===== src/cta_pkg.sv =====
`default_nettype none

package cta_pkg;

    // Face size limit and coordinate precision
    localparam int MAX_FACE_DIM        = 2048;
    localparam int COORD_FRAC_BITS_DEF = 16;

    // Fixed field widths
    localparam int DIR_W   = 16;
    localparam int MAG_W   = DIR_W + 1;
    localparam int DIM_W   = 12;
    localparam int COL_W   = 11;
    localparam int FRAC_W  = 16;
    localparam int IDX_W   = 22;
    localparam int PADDR_W = 4;
    localparam int PDATA_W = 32;

    // Register indexes on the configuration port
    typedef enum logic [1:0] {
        REG_FACE_WIDTH   = 2'd0,
        REG_FACE_HEIGHT  = 2'd1,
        REG_FACES_LOADED = 2'd2
    } t_reg_idx;

    localparam logic [DIM_W-1:0] FACE_DIM_RESET = DIM_W'(512);

    typedef enum logic [2:0] {
        FACE_POS_X = 3'd0,
        FACE_NEG_X = 3'd1,
        FACE_POS_Y = 3'd2,
        FACE_NEG_Y = 3'd3,
        FACE_POS_Z = 3'd4,
        FACE_NEG_Z = 3'd5
    } t_face;

    // Control that travels alongside the datapath
    typedef struct packed {
        logic  valid;
        logic  zero;
        t_face face;
    } t_side;

endpackage

`default_nettype wire


===== src/cubemap_texel_address.sv =====
// From start to o_strobe: stages A, B, the divider stages, M, I and O.
// Throughput: one direction per cycle; busy stays low outside reset.
// The depth is set by the two dividers, which resolve one quotient bit per stage.
// The receiver cannot stall: each result shows on the ports for exactly one cycle.
// Synchronous active-low reset clears all valid bits and loads the register
// reset values (width 512, height 512, faces not loaded); busy is high during reset.
`default_nettype none

module cubemap_texel_address import cta_pkg::*; #(
    parameter int COORD_FRAC_BITS = COORD_FRAC_BITS_DEF
) (
    input  wire logic                i_clk,
    input  wire logic                i_rst_n,
    // command channel
    input  wire logic                start,
    output logic                     busy,
    input  wire logic [DIR_W-1:0]    i_dir_x,
    input  wire logic [DIR_W-1:0]    i_dir_y,
    input  wire logic [DIR_W-1:0]    i_dir_z,
    // results
    output logic                     o_strobe,
    output logic [2:0]               o_face_id,
    output logic [FRAC_W-1:0]        o_u_frac,
    output logic [FRAC_W-1:0]        o_v_frac,
    output logic [COL_W-1:0]         o_texel_col,
    output logic [COL_W-1:0]         o_texel_row,
    output logic [IDX_W-1:0]         o_texel_index,
    output logic                     o_fetch_valid,
    // configuration
    input  wire logic                psel,
    input  wire logic                penable,
    input  wire logic                pwrite,
    input  wire logic [PADDR_W-1:0]  paddr,
    input  wire logic [PDATA_W-1:0]  pwdata,
    output logic [PDATA_W-1:0]       prdata,
    output logic                     pready
);

    localparam int F       = COORD_FRAC_BITS;
    localparam int DIV_LAT = F + 1;
    localparam int PROD_W  = COL_W + DIM_W;

    // ------------------------------------------------------------------
    // Configuration registers
    // ------------------------------------------------------------------
    logic [DIM_W-1:0] r_face_width;
    logic [DIM_W-1:0] r_face_height;
    logic             r_faces_loaded;
    t_reg_idx         reg_sel;

    assign pready  = 1'b1;
    assign reg_sel = t_reg_idx'(paddr[3:2]);

    always_ff @(posedge i_clk) begin
        if (!i_rst_n) begin
            r_face_width   <= FACE_DIM_RESET;
            r_face_height  <= FACE_DIM_RESET;
            r_faces_loaded <= 1'b0;
        end else if (psel && penable && pwrite && pready) begin
            case (reg_sel)
                REG_FACE_WIDTH:   r_face_width   <= pwdata[DIM_W-1:0];
                REG_FACE_HEIGHT:  r_face_height  <= pwdata[DIM_W-1:0];
                REG_FACES_LOADED: r_faces_loaded <= pwdata[0];
                default: ;
            endcase
        end
    end

    always_comb begin
        case (reg_sel)
            REG_FACE_WIDTH:   prdata = PDATA_W'(r_face_width);
            REG_FACE_HEIGHT:  prdata = PDATA_W'(r_face_height);
            REG_FACES_LOADED: prdata = PDATA_W'(r_faces_loaded);
            default:          prdata = '0;
        endcase
    end

    // Clamp dimensions; size minus one saturates at zero
    logic [DIM_W-1:0] dim_w, dim_h;
    logic [COL_W-1:0] dim_wm1, dim_hm1;

    always_comb begin
        dim_w   = (r_face_width  > DIM_W'(MAX_FACE_DIM)) ? DIM_W'(MAX_FACE_DIM) : r_face_width;
        dim_h   = (r_face_height > DIM_W'(MAX_FACE_DIM)) ? DIM_W'(MAX_FACE_DIM) : r_face_height;
        dim_wm1 = (dim_w == '0) ? '0 : COL_W'(dim_w - DIM_W'(1));
        dim_hm1 = (dim_h == '0) ? '0 : COL_W'(dim_h - DIM_W'(1));
    end

    // ------------------------------------------------------------------
    // Stage A: register direction and magnitudes
    // ------------------------------------------------------------------
    assign busy = ~i_rst_n;

    logic                    r_a_valid;
    logic signed [DIR_W-1:0] r_a_x, r_a_y, r_a_z;
    logic [MAG_W-1:0]        r_a_ax, r_a_ay, r_a_az;

    function automatic logic [MAG_W-1:0] mag(input logic [DIR_W-1:0] v);
        logic [MAG_W-1:0] ext;
        ext = {v[DIR_W-1], v};
        return v[DIR_W-1] ? MAG_W'(-ext) : ext;
    endfunction

    always_ff @(posedge i_clk) begin
        if (!i_rst_n) begin
            r_a_valid <= 1'b0;
        end else begin
            r_a_valid <= start && !busy;
        end
    end

    always_ff @(posedge i_clk) begin
        r_a_x  <= i_dir_x;
        r_a_y  <= i_dir_y;
        r_a_z  <= i_dir_z;
        r_a_ax <= mag(i_dir_x);
        r_a_ay <= mag(i_dir_y);
        r_a_az <= mag(i_dir_z);
    end

    // ------------------------------------------------------------------
    // Stage B: face select, numerators and divisor
    // ------------------------------------------------------------------
    logic signed [MAG_W:0] xs, ys, zs, sc, tc, n_s, n_t;
    logic [MAG_W-1:0]      ma;
    t_face                 face;

    always_comb begin
        xs = {{2{r_a_x[DIR_W-1]}}, r_a_x};
        ys = {{2{r_a_y[DIR_W-1]}}, r_a_y};
        zs = {{2{r_a_z[DIR_W-1]}}, r_a_z};
        priority if (r_a_ax > r_a_ay && r_a_ax > r_a_az) begin
            ma = r_a_ax;
            if (r_a_x > 0) begin
                face = FACE_POS_X; sc = -zs; tc = ys;
            end else begin
                face = FACE_NEG_X; sc = zs;  tc = ys;
            end
        end else if (r_a_ay > r_a_az) begin
            ma = r_a_ay;
            if (r_a_y > 0) begin
                face = FACE_POS_Y; sc = xs; tc = -zs;
            end else begin
                face = FACE_NEG_Y; sc = xs; tc = zs;
            end
        end else begin
            ma = r_a_az;
            if (r_a_z > 0) begin
                face = FACE_POS_Z; sc = xs;  tc = ys;
            end else begin
                face = FACE_NEG_Z; sc = -xs; tc = ys;
            end
        end
        n_s = sc + $signed({1'b0, ma});
        n_t = tc + $signed({1'b0, ma});
    end

    t_side            r_b_side;
    logic [MAG_W-1:0] r_b_ns, r_b_nt, r_b_den;

    always_ff @(posedge i_clk) begin
        if (!i_rst_n) begin
            r_b_side <= '0;
        end else begin
            r_b_side.valid <= r_a_valid;
            r_b_side.zero  <= (ma == '0);
            r_b_side.face  <= face;
        end
    end

    always_ff @(posedge i_clk) begin
        r_b_ns  <= n_s[MAG_W-1:0];
        r_b_nt  <= n_t[MAG_W-1:0];
        r_b_den <= {ma[MAG_W-2:0], 1'b0};
    end

    // ------------------------------------------------------------------
    // Divider stages: s and t wrapped to their fraction bits
    // ------------------------------------------------------------------
    logic [F-1:0] s_q, t_q;
    t_side        r_div_side [DIV_LAT];

    cta_div #(.FRAC_BITS(F)) u_div_s (
        .i_clk (i_clk),
        .i_num (r_b_ns),
        .i_den (r_b_den),
        .o_quo (s_q)
    );

    cta_div #(.FRAC_BITS(F)) u_div_t (
        .i_clk (i_clk),
        .i_num (r_b_nt),
        .i_den (r_b_den),
        .o_quo (t_q)
    );

    always_ff @(posedge i_clk) begin
        if (!i_rst_n) begin
            for (int k = 0; k < DIV_LAT; k++) r_div_side[k] <= '0;
        end else begin
            r_div_side[0] <= r_b_side;
            for (int k = 1; k < DIV_LAT; k++) r_div_side[k] <= r_div_side[k-1];
        end
    end

    // ------------------------------------------------------------------
    // Stage M: scale to column and row
    // ------------------------------------------------------------------
    logic [COL_W+F-1:0] col_prod, row_prod;
    t_side              r_m_side;
    logic [F-1:0]       r_m_s, r_m_t;
    logic [COL_W-1:0]   r_m_col, r_m_row;

    always_comb begin
        col_prod = (COL_W+F)'(dim_wm1) * (COL_W+F)'(s_q);
        row_prod = (COL_W+F)'(dim_hm1) * (COL_W+F)'(t_q);
    end

    always_ff @(posedge i_clk) begin
        if (!i_rst_n) begin
            r_m_side <= '0;
        end else begin
            r_m_side <= r_div_side[DIV_LAT-1];
        end
    end

    always_ff @(posedge i_clk) begin
        r_m_s   <= s_q;
        r_m_t   <= t_q;
        r_m_col <= col_prod[COL_W+F-1:F];
        r_m_row <= row_prod[COL_W+F-1:F];
    end

    // ------------------------------------------------------------------
    // Stage I: row times width
    // ------------------------------------------------------------------
    t_side             r_i_side;
    logic [F-1:0]      r_i_s, r_i_t;
    logic [COL_W-1:0]  r_i_col, r_i_row;
    logic [PROD_W-1:0] r_i_prod;

    always_ff @(posedge i_clk) begin
        if (!i_rst_n) begin
            r_i_side <= '0;
        end else begin
            r_i_side <= r_m_side;
        end
    end

    always_ff @(posedge i_clk) begin
        r_i_s    <= r_m_s;
        r_i_t    <= r_m_t;
        r_i_col  <= r_m_col;
        r_i_row  <= r_m_row;
        r_i_prod <= PROD_W'(r_m_row) * PROD_W'(dim_w);
    end

    // ------------------------------------------------------------------
    // Stage O: index add and output register
    // ------------------------------------------------------------------
    logic [PROD_W-1:0] idx_sum;
    logic              r_strobe, r_fetch_valid;
    logic [2:0]        r_face;
    logic [FRAC_W-1:0] r_u, r_v;
    logic [COL_W-1:0]  r_col, r_row;
    logic [IDX_W-1:0]  r_idx;
    logic              keep;

    always_comb begin
        idx_sum = r_i_prod + PROD_W'(r_i_col);
        keep    = !r_i_side.zero;
    end

    always_ff @(posedge i_clk) begin
        if (!i_rst_n) begin
            r_strobe      <= 1'b0;
            r_fetch_valid <= 1'b0;
        end else begin
            r_strobe      <= r_i_side.valid;
            r_fetch_valid <= r_i_side.valid && keep && r_faces_loaded
                             && (dim_w != '0) && (dim_h != '0);
        end
    end

    // Zero direction: drop every field to zero
    always_ff @(posedge i_clk) begin
        r_face <= keep ? r_i_side.face : FACE_POS_X;
        r_u    <= keep ? FRAC_W'(r_i_s) : '0;
        r_v    <= keep ? FRAC_W'(r_i_t) : '0;
        r_col  <= keep ? r_i_col : '0;
        r_row  <= keep ? r_i_row : '0;
        r_idx  <= keep ? idx_sum[IDX_W-1:0] : '0;
    end

    assign o_strobe      = r_strobe;
    assign o_fetch_valid = r_fetch_valid;
    assign o_face_id     = r_face;
    assign o_u_frac      = r_u;
    assign o_v_frac      = r_v;
    assign o_texel_col   = r_col;
    assign o_texel_row   = r_row;
    assign o_texel_index = r_idx;

endmodule

`default_nettype wire


===== src/cta_div.sv =====
`default_nettype none

// Pipelined restoring divider: o_quo = low FRAC_BITS bits of
// floor(i_num * 2^FRAC_BITS / i_den), valid for i_num <= i_den.
// One quotient bit per stage.
module cta_div import cta_pkg::*; #(
    parameter int FRAC_BITS = COORD_FRAC_BITS_DEF
) (
    input  wire logic                 i_clk,
    input  wire logic [MAG_W-1:0]     i_num,
    input  wire logic [MAG_W-1:0]     i_den,
    output logic      [FRAC_BITS-1:0] o_quo
);

    logic [MAG_W-1:0]     r_rem [FRAC_BITS+1];
    logic [MAG_W-1:0]     r_den [FRAC_BITS+1];
    logic [FRAC_BITS-1:0] r_quo [FRAC_BITS+1];

    // Integer bit of the quotient: drop it, keep only the remainder
    always_ff @(posedge i_clk) begin
        r_rem[0] <= (i_num >= i_den) ? MAG_W'(i_num - i_den) : i_num;
        r_den[0] <= i_den;
        r_quo[0] <= '0;
    end

    for (genvar k = 1; k <= FRAC_BITS; k++) begin : g_stage
        logic [MAG_W:0] rem2;
        logic           ge;

        always_comb begin
            rem2 = {r_rem[k-1], 1'b0};
            ge   = (rem2 >= {1'b0, r_den[k-1]});
        end

        always_ff @(posedge i_clk) begin
            r_rem[k] <= ge ? MAG_W'(rem2 - {1'b0, r_den[k-1]}) : MAG_W'(rem2);
            r_den[k] <= r_den[k-1];
            r_quo[k] <= {r_quo[k-1][FRAC_BITS-2:0], ge};
        end
    end

    assign o_quo = r_quo[FRAC_BITS];

endmodule

`default_nettype wire


===== config.mk =====
export PLATFORM = sky130hd
export DESIGN_NAME = cubemap_texel_address
export DESIGN_NICKNAME = d
export VERILOG_FILES = /design/src/cta_pkg.sv /design/src/cubemap_texel_address.sv /design/src/cta_div.sv
export SDC_FILE = /design/constraint.sdc
export NUM_CORES = 2
export LEC_CHECK = 0
export ABC_AREA = 1
export BUFFER_PORTS_ARGS = -buffer_cell sky130_fd_sc_hd__buf_2
export CORE_AREA = 3 3 529 531
export DETAILED_ROUTE_END_ITERATION = 12
export DIE_AREA = 0 0 532 534
export GPL_TIMING_DRIVEN = 0
export PLACE_DENSITY_LB_ADDON = 0.15
export SYNTH_ARGS = -nofsm -noshare
export SYNTH_HDL_FRONTEND = slang
export SYNTH_SLANG_ARGS = --single-unit

===== constraint.sdc =====
create_clock -name i_clk -period 8.5 [get_ports i_clk]
set_input_delay 1.7 -clock i_clk [delete_from_list [all_inputs] [get_ports i_clk]]
set_output_delay 1.7 -clock i_clk [all_outputs]
set_load 0.02 [all_outputs]

==> impl_metrics.ini <==
[outcome]
status = completed

[final_layout]
syn_to_final_growth_pct = 14.37
fin_nets = 11510
drive_gt1_frac = 0.07118
n_fill_cell = 28850
layout_commonest_cell = nand2_1
final_cells = 14060
mostFrequentLayoutCells = nand2_1 (1,945), dfxtp_1 (1,525), inv_1 (1,355)

[yosys]
syn_area_um2 = 82390
yosysSeqAreaShare = 0.3705
synth_edf_count = 0
ys_ff_latch = 1525
yosys_warnings = 0
synth_top_area_share = 0.3705
synthCells = 9847
synthArstFlopShare = 0
ys.flop_type = dfxtp_1
synth_area_per_cell_um2 = 8.367
yosys.area.top_type = dfxtp_1
synth.distinct_cells = 69
ys_top_cells_by_area = dfxtp_1 (37%), ha_1 (13%), fa_1 (9.0%)

[sta]
hold_violations = 0
setup_viol = 0
rsz0062_at_grt = no
clock_skew_ps = 69.17
slew_headroom = 0.1569
maxSlewViolCount = 0
worst_slack_ps = 621.3
finalCritPeriodShare = 0.9269
tns_ps = 0
fin_crit_ps = 7879
fmax_ghz = 0.1269
worstMarginPinSlew_ps = 1251

[floorplan]
io_pins = 205
row_count = 193
core_area_um2 = 276000
start_util = 0.2985
die_w_um = 532
die-area_um2 = 284100
die_y_um = 534

[clock_tree]
root_buffer = clkbuf_16
clkSinkCount = 1525
tritoncts = built
cts_made_buffers = 183
cts_setup_buffers = 0
ctsLongestPathBuffers = 4
cts.clk_slew.worst_paths_ps = 60
clk_latency_ps = 840
h-tree-depth = 4

[drt]
drt_iter0_markers = 3924
avgRoutedWirePerCell_um = 17.31
ant_nets = 0
drc = 0
routed_wl_um = 243400
firstDrtPassIters = 5
drt-vias-per-instance = 4.560
dr_total_vias = 64120

[worst_hold_path]
hold_class = register to register
hold_end = u_div_t.r_quo[16][9]$_DFF_P_
min_from = u_div_t.r_quo[15][8]$_DFF_P_
hold_depth = 0

[critical_path]
path_max_fanout = 11
cp.required_ps = 9200
critPathLaunchType = register
cp.arrival_ps = 8580
cp-end-kind = register
slowest_stage = fa_1
rr_endpoint = r_m_col[6]$_DFF_P_
worst-setup-path-type = register to register
max_stage_delay_ps = 590
ff2ff_setup_slack_ps = 620
rr_worst_depth = 31
r2r-start = r_face_width[1]$_SDFFE_PN0P_

[global_route]
antenna_found_initial = 5
grt_pass1_wl_um = 376700
use_met2 = 0.2826
grt_max_degree = 15
use_met3 = 0.02076
grt_use_total = 0.1681
globalRoute.busiestLayer = met2
grt_pass1_vias = 64970
gr-total-overflow = 0
grt_use_met1 = 0.2275

[placement]
hpwl_um = 201600
post-place-ws_ps = 87.87
io_buffers = 160
place_inst = 13740
place_congestion = 0.8965

[job]
maxCapViolations = 0
-- flip-flops by register name, indices dropped and copies added (netlist names), 16 cells and up --
signal / flops
r_div_side: 85
r_m_t: 16
o_u_frac: 16
o_texel_index: 22
r_m_s: 16
u_div_t.r_den: 256
r_a_az: 16
u_div_s.r_quo: 136
u_div_s.r_rem: 257
o_v_frac: 16
r_a_x: 16
r_b_den: 16
r_a_ax: 16
r_a_y: 16
r_i_t: 16
u_div_t.r_rem: 257
r_i_prod: 22
r_a_z: 16
r_i_s: 16
r_a_ay: 16
r_b_ns: 17
r_b_nt: 17
u_div_t.r_quo: 136
-- synth_stat cells (10+ instances only) --
library cell,count
o21ai_0,591
o211ai_1,15
a21oi_1,704
a211oi_1,13
nor2_2,12
a21o_1,40
o2111ai_1,25
clkbuf_1,59
o21ai_2,36
o22ai_1,10
o21bai_1,27
nand4_1,78
buf_4,40
a31oi_1,32
xor2_1,252
buf_2,53
inv_1,1355
nand2_2,15
inv_2,43
fa_1,371
nor4_1,31
xnor2_1,309
ha_1,829
o21a_1,15
a21boi_2,17
nand2_1,1945
buf_1,18
dfxtp_1,1525
nor2_1,737
nor3_1,93
buf_6,17
o21ai_1,144
nand3_1,267
o41ai_1,11
-- kinds of logic after synthesis --
family | Yosys count | synth area share
adder cells (fa/ha/maj) | 1200 | 0.2160
other | 2 | 0.00009115
buffers and inverters | 1596 | 0.07710
XOR/XNOR | 561 | 0.05964
AO/OA/AOI/OAI | 1742 | 0.1177
flip-flops | 1525 | 0.3705
AND/OR/NAND/NOR | 3221 | 0.1589
-- worst max-delay path, delay by kind of cell (launching register included) --
kind	cells	cell delay, ps
AO/OA/AOI/OAI	5	970
AND/OR/NAND/NOR	10	1650
adder cells (fa/ha/maj)	7	3200
buffers and inverters	8	1480
flip-flops	1	290
XOR/XNOR	1	160
-- metrics by stage --
step	hold WS, ps	cell area [µm²]	utilization
3_3_place_gp	309.6	87910	0.3185
4_1_cts	283.2	94230	0.3414
5_1_grt	307.2	94230	0.3414
3_5_place_dp	312.1	87930	0.3186
6_report	281.4	94230	0.3414
2_1_floorplan	309.6	82470	-
-- what timing repair did --
action                     CTS  global route
hold buffers                 0             0
gates resized for setup      0             2
setup endpoints to repair    0            10
-- cell type report --
cell class,instances,area [µm²],share of cell area
antenna,1,2.502,0.00002656
buffer,193,1086,0.01153
clock buffer,245,5235,0.05555
clock inverter,78,1066,0.01131
inverter,1403,5266,0.05589
multi-input combinational,6748,45600,0.4839
sequential,1525,30530,0.3240
tap,3705,4636,0.04919
timing repair buffer,162,815.8,0.008657
-- routing by layer --
| layer | wire length, µm | vias up |
|---|---|---|
| met5 | 0 | - |
| met4 | 6269 | 0 |
| met3 | 9547 | 327 |
| met2 | 111900 | 1280 |
| met1 | 115700 | 30050 |
| li1 | - | 32460 |
-- worst max path at each step --
stage	depth (start not counted)	to	slack [ps]	startpoint
after floorplan	33	r_m_col[6]$_DFF_P_	2070	r_face_width[2]$_SDFFE_PN0P_
after global placement	32	r_m_col[6]$_DFF_P_	110	r_face_width[1]$_SDFFE_PN0P_
after detailed placement	32	r_m_col[6]$_DFF_P_	90	r_face_width[1]$_SDFFE_PN0P_
after CTS	32	r_m_col[6]$_DFF_P_	60	r_face_width[1]$_SDFFE_PN0P_
after global routing	32	r_m_col[7]$_DFF_P_	80	r_face_width[0]$_SDFFE_PN0P_
final	31	r_m_col[6]$_DFF_P_	620	r_face_width[1]$_SDFFE_PN0P_
Power is not shown: default switching activity piles up to over one toggle a cycle in this logic, so the estimate is an artifact.
